--- src/gbn_pkg.sv ---
// Go-Back-N sender package: constants, codes, payload and control structs.
// No dependencies; every other file of the block uses it.
package gbn_pkg;

  // Segmentation and window limits
  localparam int unsigned SEGMENT_BYTES = 1024;
  localparam int unsigned MAX_WINDOW    = 64;
  localparam int unsigned SEQ_MODULUS   = 65535;
  localparam logic [15:0] ACK_FLAG      = 16'h0002;

  // Widths
  localparam int unsigned SEG_SHIFT  = $clog2(SEGMENT_BYTES);
  localparam int unsigned MSG_W      = 24;
  localparam int unsigned WIN_CFG_W  = 7;
  localparam int unsigned TMO_W      = 32;
  localparam int unsigned CFG_DATA_W = 32;
  localparam int unsigned CFG_IDX_W  = 2;
  localparam int unsigned SEQ_W      = 16;
  localparam int unsigned LEN_W      = 11;
  localparam int unsigned IDX_W      = MSG_W - SEG_SHIFT + 1;
  localparam int unsigned WIN_W      = $clog2(MAX_WINDOW + 1);

  // Register reset values
  localparam int unsigned WINDOW_RESET  = 20;
  localparam int unsigned TIMEOUT_RESET = 500;

  // Configuration register indexes
  typedef enum logic [CFG_IDX_W-1:0] {
    CFG_MESSAGE_LENGTH = 2'd0,
    CFG_WINDOW_SIZE    = 2'd1,
    CFG_TIMEOUT_TICKS  = 2'd2
  } cfg_idx_e;

  // Result kinds
  typedef enum logic {
    KIND_DATA = 1'b0,
    KIND_END  = 1'b1
  } kind_e;

  // Input item
  typedef struct packed {
    logic        action;
    logic [15:0] ack_number;
    logic [15:0] ack_flags;
    logic        ack_checksum_ok;
  } in_item_t;

  // Result item
  typedef struct packed {
    logic              kind;
    logic [SEQ_W-1:0]  seq_number;
    logic [MSG_W-1:0]  segment_offset;
    logic [LEN_W-1:0]  segment_length;
    logic              last;
  } out_item_t;

  // Classified event handed from front to back
  typedef struct packed {
    logic             is_ack;
    logic             ack_ok;
    logic [SEQ_W-1:0] ack_number;
  } event_t;

  // Derived configuration seen by the back end
  typedef struct packed {
    logic [IDX_W-1:0]     seg_count;
    logic [SEG_SHIFT-1:0] tail_bytes;
    logic [WIN_W-1:0]     window;
    logic [TMO_W-1:0]     timeout;
  } cfg_t;

  // Sender status
  typedef struct packed {
    logic             finished;
    logic [IDX_W-1:0] base;
    logic [IDX_W-1:0] next;
  } status_t;

  // Window size clamped to 1..MAX_WINDOW
  function automatic logic [WIN_W-1:0] eff_window(input logic [WIN_CFG_W-1:0] w);
    logic [WIN_W-1:0] r;
    if (w == '0) begin
      r = WIN_W'(1);
    end else if (int'(w) > int'(MAX_WINDOW)) begin
      r = WIN_W'(MAX_WINDOW);
    end else begin
      r = WIN_W'(w);
    end
    return r;
  endfunction

endpackage

--- src/gbn_in_if.sv ---
// Input channel of the Go-Back-N sender: valid/ready with an input item.
// Depends on gbn_pkg.
interface gbn_in_if;
  logic               valid;
  logic               ready;
  gbn_pkg::in_item_t  payload;

  modport source (output valid, output payload, input ready);
  modport sink   (input valid, input payload, output ready);
endinterface

--- src/gbn_out_if.sv ---
// Result channel of the Go-Back-N sender: valid/ready with a result item.
// Depends on gbn_pkg.
interface gbn_out_if;
  logic               valid;
  logic               ready;
  gbn_pkg::out_item_t payload;

  modport source (output valid, output payload, input ready);
  modport sink   (input valid, input payload, output ready);
endinterface

--- src/gbn_front.sv ---
// Front end: accepts input beats, classifies them and queues events.
// Depends on gbn_pkg and gbn_in_if.
module gbn_front (
  input  logic              clk_i,
  input  logic              rst_ni,
  gbn_in_if.sink            in_i,
  output logic              ev_valid_o,
  output gbn_pkg::event_t   ev_o,
  input  logic              ev_pop_i
);

  gbn_pkg::event_t ev_q [2];
  logic            wptr_q, wptr_d;
  logic            rptr_q, rptr_d;
  logic [1:0]      cnt_q, cnt_d;
  logic            push;
  gbn_pkg::event_t ev_new;

  // Classify: a valid ack needs good checksum, exact ACK flag and a real sequence number
  always_comb begin
    ev_new.is_ack     = in_i.payload.action;
    ev_new.ack_ok     = in_i.payload.action && in_i.payload.ack_checksum_ok &&
                        (in_i.payload.ack_flags == gbn_pkg::ACK_FLAG) &&
                        (in_i.payload.ack_number != 16'(gbn_pkg::SEQ_MODULUS));
    ev_new.ack_number = in_i.payload.ack_number;
  end

  assign in_i.ready = (cnt_q != 2'd2);
  assign push       = in_i.valid && in_i.ready;
  assign ev_valid_o = (cnt_q != 2'd0);
  assign ev_o       = ev_q[rptr_q];

  // Queue pointers
  always_comb begin
    wptr_d = push     ? ~wptr_q : wptr_q;
    rptr_d = ev_pop_i ? ~rptr_q : rptr_q;
    cnt_d  = cnt_q + 2'(push) - 2'(ev_pop_i);
  end

  always_ff @(posedge clk_i or negedge rst_ni) begin
    if (!rst_ni) begin
      wptr_q <= 1'b0;
      rptr_q <= 1'b0;
      cnt_q  <= 2'd0;
    end else begin
      wptr_q <= wptr_d;
      rptr_q <= rptr_d;
      cnt_q  <= cnt_d;
    end
  end

  // Queue storage
  always_ff @(posedge clk_i) begin
    if (push) begin
      ev_q[wptr_q] <= ev_new;
    end
  end

endmodule

--- src/gbn_back.sv ---
// Back end: window state update per event and a four-entry result queue.
// Depends on gbn_pkg and gbn_out_if.
module gbn_back (
  input  logic              clk_i,
  input  logic              rst_ni,
  input  gbn_pkg::cfg_t     cfg_i,
  input  logic              ev_valid_i,
  input  gbn_pkg::event_t   ev_i,
  output logic              ev_pop_o,
  gbn_out_if.source         out_o,
  output gbn_pkg::status_t  status_o
);

  localparam int unsigned IW = gbn_pkg::IDX_W;

  logic [IW-1:0]             base_q, base_d;
  logic [IW-1:0]             next_q, next_d;
  logic [gbn_pkg::TMO_W-1:0] timer_q, timer_d;
  logic                      fin_q, fin_d;

  gbn_pkg::out_item_t ofifo_q [4];
  logic [1:0]         wptr_q, rptr_q;
  logic [2:0]         ocnt_q;
  logic               fire, opop;

  logic [IW-1:0]             next1;
  logic [gbn_pkg::TMO_W-1:0] timer1;
  logic [gbn_pkg::SEQ_W:0]   dsum, dmod;
  logic                      send, in_win, done_now;
  logic [IW-1:0]             base_adv;
  logic [1:0]                n_res;
  gbn_pkg::out_item_t        data_item, end_item, res0, res1;

  // Take an event only when two result slots are free
  assign fire     = ev_valid_i && (ocnt_q <= 3'd2);
  assign ev_pop_o = fire;

  // Window and timer update for one event
  always_comb begin
    base_d = base_q;
    next_d = next_q;
    timer_d = timer_q;
    fin_d  = fin_q;
    n_res  = 2'd0;

    done_now = (base_q >= cfg_i.seg_count);
    send     = ((next_q - base_q) < IW'(cfg_i.window)) && (next_q < cfg_i.seg_count);
    next1    = send ? next_q + IW'(1) : next_q;
    timer1   = send ? '0 : timer_q;

    // modular distance from base to the acked number
    dsum   = {1'b0, ev_i.ack_number} + 17'(gbn_pkg::SEQ_MODULUS) - 17'(base_q);
    dmod   = (dsum >= 17'(gbn_pkg::SEQ_MODULUS)) ? dsum - 17'(gbn_pkg::SEQ_MODULUS) : dsum;
    in_win = (dmod < 17'(cfg_i.window));
    base_adv = base_q + IW'(dmod[gbn_pkg::WIN_W-1:0]) + IW'(1);

    // data segment for next_q
    data_item.kind           = gbn_pkg::KIND_DATA;
    data_item.seq_number     = gbn_pkg::SEQ_W'(next_q);
    data_item.segment_offset = gbn_pkg::MSG_W'({next_q, gbn_pkg::SEG_SHIFT'(0)});
    if ((next_q == cfg_i.seg_count - IW'(1)) && (cfg_i.tail_bytes != '0)) begin
      data_item.segment_length = gbn_pkg::LEN_W'(cfg_i.tail_bytes);
    end else begin
      data_item.segment_length = gbn_pkg::LEN_W'(gbn_pkg::SEGMENT_BYTES);
    end
    data_item.last = 1'b0;

    end_item      = '0;
    end_item.kind = gbn_pkg::KIND_END;
    end_item.last = 1'b1;

    res0 = end_item;
    res1 = end_item;

    if (fire && !fin_q) begin
      if (done_now) begin
        n_res = 2'd1;
        fin_d = 1'b1;
      end else begin
        next_d  = next1;
        timer_d = timer1;
        if (ev_i.is_ack) begin
          if (ev_i.ack_ok && in_win) begin
            base_d = base_adv;
            if (next1 < base_adv) begin
              next_d = base_adv;
            end
          end
        end else begin
          if (timer1 != '1) begin
            timer_d = timer1 + gbn_pkg::TMO_W'(1);
          end
          if (timer_d > cfg_i.timeout) begin
            next_d = base_q;
          end
        end
        fin_d = (base_d >= cfg_i.seg_count);
        // result ordering: data first, end marker after
        if (send) begin
          res0 = data_item;
          if (fin_d) begin
            n_res = 2'd2;
          end else begin
            res0.last = 1'b1;
            n_res = 2'd1;
          end
        end else if (fin_d) begin
          n_res = 2'd1;
        end
      end
    end
  end

  always_ff @(posedge clk_i or negedge rst_ni) begin
    if (!rst_ni) begin
      base_q  <= '0;
      next_q  <= '0;
      timer_q <= '0;
      fin_q   <= 1'b0;
    end else begin
      base_q  <= base_d;
      next_q  <= next_d;
      timer_q <= timer_d;
      fin_q   <= fin_d;
    end
  end

  // Result queue
  assign out_o.valid   = (ocnt_q != 3'd0);
  assign out_o.payload = ofifo_q[rptr_q];
  assign opop          = out_o.valid && out_o.ready;

  always_ff @(posedge clk_i or negedge rst_ni) begin
    if (!rst_ni) begin
      wptr_q <= 2'd0;
      rptr_q <= 2'd0;
      ocnt_q <= 3'd0;
    end else begin
      wptr_q <= wptr_q + n_res;
      rptr_q <= rptr_q + 2'(opop);
      ocnt_q <= ocnt_q + 3'(n_res) - 3'(opop);
    end
  end

  always_ff @(posedge clk_i) begin
    if (n_res != 2'd0) begin
      ofifo_q[wptr_q] <= res0;
    end
    if (n_res == 2'd2) begin
      ofifo_q[wptr_q + 2'd1] <= res1;
    end
  end

  assign status_o.finished = fin_q;
  assign status_o.base     = base_q;
  assign status_o.next     = next_q;

endmodule

--- src/go_back_n_window_sender_core.sv ---
// Go-Back-N sender top level: configuration registers, front end and back end.
// Depends on gbn_pkg, gbn_in_if, gbn_out_if, gbn_front and gbn_back.
//
//   channel | dir | beat carries                                           | handshake
//   in_i    | in  | action, ack_number, ack_flags, ack_checksum_ok        | valid/ready
//   out_o   | out | kind, seq_number, segment_offset, segment_length, last | valid/ready
//   cfg     | in  | cfg_idx_i, cfg_wdata_i                                 | cfg_we_i
//
// One input beat per cycle sustained while the event queue has room; an item's event is
// registered in the event queue and its results in the result queue, from which they are
// offered. An item with both a data segment and an end marker needs two output beats, so
// the output port sets the rate then (one result per cycle). Reset is immediate: no
// clearing pass. Front and back stall independently through a two-entry event queue; the
// back end waits for two free slots in its result queue.
module go_back_n_window_sender_core (
  input  logic                               clk_i,
  input  logic                               rst_ni,
  gbn_in_if.sink                             in_i,
  gbn_out_if.source                          out_o,
  input  logic                               cfg_we_i,
  input  logic [gbn_pkg::CFG_IDX_W-1:0]      cfg_idx_i,
  input  logic [gbn_pkg::CFG_DATA_W-1:0]     cfg_wdata_i
);

  gbn_pkg::cfg_t    cfg_q;
  gbn_pkg::event_t  ev;
  gbn_pkg::status_t status;
  logic             ev_valid, ev_pop;
  logic [gbn_pkg::MSG_W:0] len_round;

  // Segment count is rounded up at write time
  assign len_round = {1'b0, cfg_wdata_i[gbn_pkg::MSG_W-1:0]} +
                     (gbn_pkg::MSG_W+1)'(gbn_pkg::SEGMENT_BYTES - 1);

  // Configuration registers
  always_ff @(posedge clk_i or negedge rst_ni) begin
    if (!rst_ni) begin
      cfg_q.seg_count  <= '0;
      cfg_q.tail_bytes <= '0;
      cfg_q.window     <= gbn_pkg::WIN_W'(gbn_pkg::WINDOW_RESET);
      cfg_q.timeout    <= gbn_pkg::TMO_W'(gbn_pkg::TIMEOUT_RESET);
    end else if (cfg_we_i) begin
      case (cfg_idx_i)
        gbn_pkg::CFG_MESSAGE_LENGTH: begin
          cfg_q.seg_count  <= len_round[gbn_pkg::MSG_W:gbn_pkg::SEG_SHIFT];
          cfg_q.tail_bytes <= cfg_wdata_i[gbn_pkg::SEG_SHIFT-1:0];
        end
        gbn_pkg::CFG_WINDOW_SIZE: begin
          cfg_q.window <= gbn_pkg::eff_window(cfg_wdata_i[gbn_pkg::WIN_CFG_W-1:0]);
        end
        gbn_pkg::CFG_TIMEOUT_TICKS: begin
          cfg_q.timeout <= cfg_wdata_i[gbn_pkg::TMO_W-1:0];
        end
        default: begin
        end
      endcase
    end
  end

  gbn_front u_front (
    .clk_i      (clk_i),
    .rst_ni     (rst_ni),
    .in_i       (in_i),
    .ev_valid_o (ev_valid),
    .ev_o       (ev),
    .ev_pop_i   (ev_pop)
  );

  gbn_back u_back (
    .clk_i      (clk_i),
    .rst_ni     (rst_ni),
    .cfg_i      (cfg_q),
    .ev_valid_i (ev_valid),
    .ev_i       (ev),
    .ev_pop_o   (ev_pop),
    .out_o      (out_o),
    .status_o   (status)
  );

  // Send pointer never falls behind the window base
  a_next_ge_base: assert property (@(posedge clk_i) disable iff (!rst_ni)
    status.next >= status.base)
    else $error("send pointer below window base");

  // Finished is sticky
  a_fin_sticky: assert property (@(posedge clk_i) disable iff (!rst_ni)
    status.finished |=> status.finished)
    else $error("finished flag cleared");

  // No window movement after finish
  a_base_frozen: assert property (@(posedge clk_i) disable iff (!rst_ni)
    status.finished |=> $stable(status.base))
    else $error("window base moved after finish");

  // End marker always closes its item
  a_end_last: assert property (@(posedge clk_i) disable iff (!rst_ni)
    (out_o.valid && (out_o.payload.kind == gbn_pkg::KIND_END)) |-> out_o.payload.last)
    else $error("end marker without last");

endmodule
--- src/flat_wrapper.sv ---
// flat-port wrapper written by rule: the top's interface ports become plain ports
module go_back_n_window_sender_core_flat 
  (clk_i, rst_ni, cfg_we_i, cfg_idx_i, cfg_wdata_i, in_i_valid, in_i_payload, in_i_ready, out_o_valid, out_o_payload, out_o_ready);
  gbn_in_if in_i_i ();
  gbn_out_if out_o_i ();
  input  logic clk_i;
  input  logic rst_ni;
  input  logic cfg_we_i;
  input  logic [gbn_pkg::CFG_IDX_W-1:0] cfg_idx_i;
  input  logic [gbn_pkg::CFG_DATA_W-1:0] cfg_wdata_i;
  input wire logic [$bits(in_i_i.valid)-1:0] in_i_valid;
  input wire logic [$bits(in_i_i.payload)-1:0] in_i_payload;
  output wire logic [$bits(in_i_i.ready)-1:0] in_i_ready;
  output wire logic [$bits(out_o_i.valid)-1:0] out_o_valid;
  output wire logic [$bits(out_o_i.payload)-1:0] out_o_payload;
  input wire logic [$bits(out_o_i.ready)-1:0] out_o_ready;
  assign in_i_i.valid = in_i_valid;
  assign in_i_i.payload = in_i_payload;
  assign in_i_ready = in_i_i.ready;
  assign out_o_valid = out_o_i.valid;
  assign out_o_payload = out_o_i.payload;
  assign out_o_i.ready = out_o_ready;
  go_back_n_window_sender_core u_core (.clk_i(clk_i), .rst_ni(rst_ni), .in_i(in_i_i), .out_o(out_o_i), .cfg_we_i(cfg_we_i), .cfg_idx_i(cfg_idx_i), .cfg_wdata_i(cfg_wdata_i));
endmodule
--- config.mk ---
export PLATFORM = sky130hd
export DESIGN_NAME = go_back_n_window_sender_core_flat
export DESIGN_NICKNAME = d
export VERILOG_FILES = /design/src/gbn_pkg.sv /design/src/gbn_in_if.sv /design/src/gbn_out_if.sv /design/src/gbn_front.sv /design/src/gbn_back.sv /design/src/go_back_n_window_sender_core.sv /design/src/flat_wrapper.sv
export SDC_FILE = /design/constraint.sdc
export NUM_CORES = 1
export LEC_CHECK = 0
export BUFFER_PORTS_ARGS = -buffer_cell sky130_fd_sc_hd__buf_2
export CAP_MARGIN = 10
export CORE_MARGIN = 5
export CORE_UTILIZATION = 35
export DETAILED_ROUTE_END_ITERATION = 10
export SYNTH_ARGS = -nofsm -noshare
export SYNTH_HDL_FRONTEND = slang
export SYNTH_SLANG_ARGS = --single-unit
export TNS_END_PERCENT = 50
--- constraint.sdc ---
create_clock -name clk_i -period 12.8 [get_ports clk_i]
set_clock_uncertainty 0.05 [all_clocks]
set_input_delay 0.64 -clock clk_i [delete_from_list [all_inputs] [get_ports clk_i]]
set_output_delay 0.64 -clock clk_i [all_outputs]
set_load 0.1 [all_outputs]
==> results.toml, run 1 <==
[power]
ir_drop_mv = 0.121
p_seq_share_pct = 28.5
combinationalPowerShare_pct = 45.9
clkPwrFrac_pct = 25.6
switching_share_pct = 42.9
leakagePower_nw = 9.17
internal_power_w = 0.00242
p_sw_w = 0.00181
p_per_area_nw_per_um2 = 190

[die]
core_um2 = 56300
num_rows = 87
start_util_pct = 35.3
die_x_um = 248
die_h_um = 248
ios = 128
dieArea_um2 = 61600

[min_path]
hold_class = "in2reg"
hold_end = "u_core.u_front.ev_q[0][11]"
min_from = "in_i_payload[28]"
min_delay_path_depth = 1

[global_routing]
grt_pass1_vias = 17100
grt_use_total_pct = 19.7
overflow = 0
grt_pass1_wl_um = 96800
grt_antenna_before_repair = 1
grt_max_degree = 57

[timing]
tns_ns = 0
fmax_ghz = 0.0865
rsz0062_at_grt = "no"
tightest_slew_ns = 1.20
fin_crit_sh_pct = 90.3
hold_viol = 0
setup_viol = 0
max_slew_margin_pct = 20.1
whs_ns = 0.237
final-max-slew-violation-count = 0
min_period_ns = 11.56

[synthesis]
async_flop_share_pct = 48.3
synth_area_um2 = 19900
synth_ff_type = "dfrtp_1"
postSynthAreaPerCell_um2 = 8.62
ys_warn_count = 0
ys_seq_area_share_pct = 34.2
synth_edf_count = 36
ys_ff_latch = 286
synthCells = 2302
synth.distinct_cells = 94

[detailed_routing]
met2_length_um = 29400
vias = 17500
wl_per_cell_um = 19.7
remaining_drc_errors = 0
drtIter0Drc = 1342
top_layer_used = "met4"
wirelength_um = 61900
wl_met1_um = 27700
route.met3.wl_um = 3530
post_drt_via_cell_ratio = 5.57
first_pass_iters = 6
final_antenna_net_count = 0

[layout]
drive_above_1_share_pct = 14.7
layout_common_cells = "nand2_1, a21oi_1, ha_1"
fin_area_um2 = 22300
final_cells = 3139
diodes = 0
fillers = 5622
area_growth_syn_to_layout_pct = 12.4
mostFrequentLayoutCell = "nand2_1"
fin_nets = 2587

[clocking]
clk_latency_ns = 0.56
clock_path_buffers = 3
clk_pin_slew_ns = 0.06
tritoncts = "built"
cts_made_buffers = 36
cts_hold_buf = 1
cts-root-buf = "clkbuf_16"
cts_resized = 0
cts_setup_buffers = 0
numClockSinks = 286
h-tree-depth = 2

[worst_setup_path]
rr_endpoint = "u_core.u_back.ofifo_q[3][41]"
slowest_stage = "o31ai_1"
cp_common_cell = "nand2_1"
r2r_cells = 44
critical_path.max_fanout = 27
max_stage_delay_ns = 0.69
startpoint_type = "flip-flop"
path_class = "reg2reg"
crit_start = "u_core.u_front.rptr_q"
rr_startpoint = "u_core.u_front.rptr_q"
reg2reg_slack_ns = 1.24
crit_required_ns = 13.24
end_kind = "flip-flop"
arrival_ns = 12.01

[placement]
routabilityCongestion = 0.887
hpwl_um = 44600
io_buffers = 116
placed_cells_incl_taps = 3073
dpl-instance-area_um2 = 21000

[run]
max_cap_viol_count = 0

[run_status]
status = "finished, final reports clean"
## layout make-up
| cell class | count | area [um2] | area share, % |
|---|---|---|---|
| Clock buffer | 49 | 1040 | 4.66 |
| Clock inverter | 16 | 223 | 0.998 |
| Tap cell | 756 | 946 | 4.24 |
| Timing Repair Buffer | 145 | 807 | 3.62 |
| Inverter | 111 | 417 | 1.87 |
| Sequential cell | 286 | 6790 | 30.4 |
| Multi-Input combinational cell | 1776 | 12100 | 54.2 |
## per-layer routing
metal	track usage, %	vias up
li1	-	8317
met1	26.5	8535
met2	33.3	550
met3	2.66	89
met4	5.29	0
met5	0	-
## cells by family (layout without fill, tap and decap cells)
group           count (synthesis)  in the layout  share of synthesized area, %
flops                         286            286                          34.2
other cells                     1             11                        0.0189
fa+ha+maj                     158            158                          10.1
xor+xnor                      130            130                          5.74
simple gates                  840            840                          20.5
mux                           102            102                          7.32
compound gates                535            535                          16.7
buf+inv                       250            321                          5.38
## power groups by stage
stage	logic (W)	registers (W)	clock network (W)
floorplan	0.00148	0.00112	0
global placement	0.00190	0.00122	0
detailed placement	0.00193	0.00122	0
CTS	0.00194	0.00121	0.00111
global route	0.00214	0.00123	0.00114
finish	0.00194	0.00121	0.00108
## sequential cells by signal, summed over array words and instances, names as in the netlist
register,cells
u_core.u_back.fin_q,1
u_core.u_back.ofifo_q,112
u_core.cfg_q,64
u_core.u_front.cnt_q,2
u_core.u_back.timer_q,32
u_core.u_back.wptr_q,2
u_core.u_back.base_q,15
u_core.u_back.next_q,15
u_core.u_back.ocnt_q,3
u_core.u_back.rptr_q,2
u_core.u_front.ev_q,36
u_core.u_front.rptr_q,1
u_core.u_front.wptr_q,1
## worst max-delay path by stage
stage	to	slack [ns]	cells past startpoint
2_1_floorplan	u_core.u_back.ofifo_q[1][10]	1.95	46
3_3_place_gp	u_core.u_back.ofifo_q[1][36]	1.58	46
3_5_place_dp	u_core.u_back.ofifo_q[1][10]	1.25	46
4_1_cts	u_core.u_back.ofifo_q[1][7]	1.23	46
5_1_grt	u_core.u_back.ofifo_q[1][36]	0.24	46
6_report	u_core.u_back.ofifo_q[3][41]	1.24	44
## through the flow
stage	total power [W]	utilization, %	setup WS (ns)
6_report	0.00423	39.7	1.24
3_5_place_dp	0.00315	37.4	1.25
3_3_place_gp	0.00312	37.4	1.58
5_1_grt	0.00450	39.7	0.240
2_1_floorplan	0.00260	-	1.95
4_1_cts	0.00425	39.7	1.23
## synth_stat cells (9+ instances only)
cell type	number	share of area, %
nand2_1	297	5.6
a21oi_1	201	5.1
ha_1	154	9.7
nor2_1	142	2.7
o21ai_0	132	3.3
dfrtp_1	130	16
nand3_1	114	2.9
dfxtp_1	112	11
inv_1	105	2.0
clkbuf_1	96	1.8
xnor2_1	93	4.1
mux2_2	65	3.7
nand4_1	47	1.5
nor3_1	47	1.2
xor2_1	37	1.6
edfxtp_1	36	5.4
a21o_1	32	1.2
mux4_2	28	3.2
buf_4	27	1.0
and3_1	25	0.79
o21a_1	25	0.95
and2_1	23	0.72
nor4_1	23	0.72
nand2b_1	22	0.69
nor2b_1	21	0.66
o31ai_1	18	0.68
or3_1	15	0.47
a31oi_1	13	0.41
or2_2	11	0.35
and4_1	10	0.44
buf_1	10	0.19
a211oi_1	9	0.34
## critical path: cells and delay by family (launching register included)
family,cells,cell delay [ns]
AOI/OAI and AO/OA,19,4.32
xor gates and xnor gates,1,0.21
adders and majority gates,5,1.48
buffers and inverters,2,0.53
DFF,1,0.51
muxes,1,0.37
and+or+nand+nor,16,3.97
Note: power is estimated with default switching activity, not from simulation.
==> run 2, diff against run 1 <==
--- a/config.mk
+++ b/config.mk
@@ -5,11 +5,14 @@
 export SDC_FILE = /design/constraint.sdc
 export NUM_CORES = 1
 export LEC_CHECK = 0
-export BUFFER_PORTS_ARGS = -buffer_cell sky130_fd_sc_hd__buf_2
 export CAP_MARGIN = 10
+export CELL_PAD_IN_SITES_DETAIL_PLACEMENT = 0
+export CELL_PAD_IN_SITES_GLOBAL_PLACEMENT = 1
 export CORE_MARGIN = 5
-export CORE_UTILIZATION = 35
+export CORE_UTILIZATION = 40
 export DETAILED_ROUTE_END_ITERATION = 10
+export DONT_BUFFER_PORTS = 1
+export PLACE_DENSITY_LB_ADDON = 0.1
 export SYNTH_ARGS = -nofsm -noshare
 export SYNTH_HDL_FRONTEND = slang
 export SYNTH_SLANG_ARGS = --single-unit
==> run 2 against run 1 <==
  * The flow now finishes with violations (negative hold slack)
  * Maximum frequency down 2.1%
  * First-iteration DRC count down 5.6%
  * Sequential share of layout area up 0.89 points
  * Design area down 2.8%
  * Via count down 3.1%
  * Global-route usage up 3.7 points
  * Total power down 1.1%
  * Cell count down 6.2%
  * Die area down 12%
==> results.toml, run 2 (synthesis gave the netlist of run 1 again) <==
[timing]
tns_ns = 0
max_slew_margin_pct = 26.4
tightest_slew_ns = 1.10
whs_ns = -0.0351
min_period_ns = 11.81
final-max-slew-violation-count = 0
hold_viol = 9
fin_crit_sh_pct = 92.3
setup_viol = 0
rsz0062_at_grt = "no"
fmax_ghz = 0.0847

[die]
start_util_pct = 40.5
num_rows = 81
core_um2 = 49100
die_h_um = 233
die_x_um = 233
dieArea_um2 = 54200
ios = 128

[layout]
fillers = 4843
fin_util_pct = 44.2
fin_nets = 2483
layout_common_cells = "nand2_1, a21oi_1, ha_1"
largest_register = "u_core.u_back.ofifo_q"
mostFrequentLayoutCell = "nand2_1"
area_growth_syn_to_layout_pct = 9.25
final_cells = 2943
largest_reg_flops = 112
drive_above_1_share_pct = 10.9
reg_top3 = "u_core.u_back.ofifo_q x112, u_core.cfg_q x64, u_core.u_front.ev_q x36"

[placement]
placed_cells_incl_taps = 2878
hpwl_um = 46500
routabilityCongestion = 0.895
io_buffers = 0

[clocking]
cts-root-buf = "clkbuf_16"
clk_pin_slew_ns = 0.06
cts_made_buffers = 35
clock_path_buffers = 3
clk_latency_ns = 0.56
cts_setup_buffers = 0
tritoncts = "built"
numClockSinks = 286
h-tree-depth = 2

[worst_setup_path]
max_stage_delay_ns = 0.56
crit_required_ns = 13.24
end_kind = "flip-flop"
rr_startpoint = "u_core.u_front.rptr_q"
path_class = "reg2reg"
crit_start = "u_core.u_front.rptr_q"
arrival_ns = 12.25
slowest_stage = "dfrtp_2"
cp_top_family = "compound AO/OA/AOI/OAI gates"
critical_path.max_fanout = 20
crit_buf_inv = 1
startpoint_type = "flip-flop"

[power]
p_per_area_nw_per_um2 = 193
ir_drop_mv = 0.104
leakagePower_nw = 8.69

[run_status]
status = "finished, violations left"
violations = "negative hold slack"

[detailed_routing]
drtIter0Drc = 1267
vias = 17000
post_drt_via_cell_ratio = 5.76
wirelength_um = 64200
remaining_drc_errors = 0
first_pass_iters = 5
final_antenna_net_count = 0
wl_per_cell_um = 21.8

[min_path]
hold_class = "in2async"

[global_routing]
grt_pass1_wl_um = 98600
overflow = 0
grt_use_total_pct = 23.3
grt_antenna_before_repair = 2
grt_pass1_vias = 16600
grt_max_degree = 139

[run]
max_cap_viol_count = 0
## run 2: cell types whose count changed in the layout (fill, tap and decap cells not counted), moves of 2 or more
cell,change
clkinvlp_4,-2
buf_4,+13
clkbuf_1,+3
clkbuf_16,-2
buf_2,-115
## run 2: worst paths after layout
check | endpoint | slack, ns | cells past startpoint
setup reg to reg | u_core.u_back.ofifo_q[0][52] | 0.99 | 43
setup / recovery | u_core.u_back.ofifo_q[0][52] | 0.99 | 43
max in group asynchronous | u_core.u_front.rptr_q | 12.04 | 1
hold reg to reg | u_core.u_back.ofifo_q[1][38] | 0.40 | 2
min in group clk_i | u_core.u_front.ev_q[1][15] | 0.13 | 0
hold / removal | u_core.cfg_q[29] | -0.04 | 1
## run 2: layout make-up
| class | count | area (um2) | share of cell area (%) |
|---|---|---|---|
| Inverter | 111 | 417 | 1.92 |
| Tap cell | 664 | 831 | 3.83 |
| Clock inverter | 13 | 183 | 0.842 |
| Clock buffer | 50 | 1000 | 4.62 |
| Sequential cell | 286 | 6790 | 31.3 |
| Timing Repair Buffer | 42 | 335 | 1.55 |
| Multi-Input combinational cell | 1776 | 12100 | 55.9 |
| Antenna cell | 1 | 2.50 | 0.0115 |
## run 2: per-layer routing
layer | wire length (um) | vias to the layer above | global-route usage (%)
li1 | - | 8132 | -
met1 | 28400 | 8198 | 31.1
met2 | 29500 | 499 | 37.5
met3 | 4000 | 120 | 4.95
met4 | 2250 | 2 | 8.62
met5 | 7 | - | 0
## run 2: metrics by stage
step           total power [W]  setup slack, ns  cell area [um2]
2_1_floorplan          0.00260             1.95            19900
3_3_place_gp           0.00313             1.02            20500
3_5_place_dp           0.00315            0.599            20500
4_1_cts                0.00421            0.581            21700
5_1_grt                0.00447           0.0373            21700
6_report               0.00419            0.988            21700
## run 2: where the power goes
group          switching (W)  internal (W)
logic                0.00128      0.000722
clock network       0.000415      0.000614
registers           0.000117       0.00104
total                0.00181       0.00238
## run 2: repair_timing
action / CTS / global route
resized for setup: 0 / 4
hold buffers: 1 / 0
setup endpoints to repair: 0 / 109
hold endpoints to repair: 138 / 0
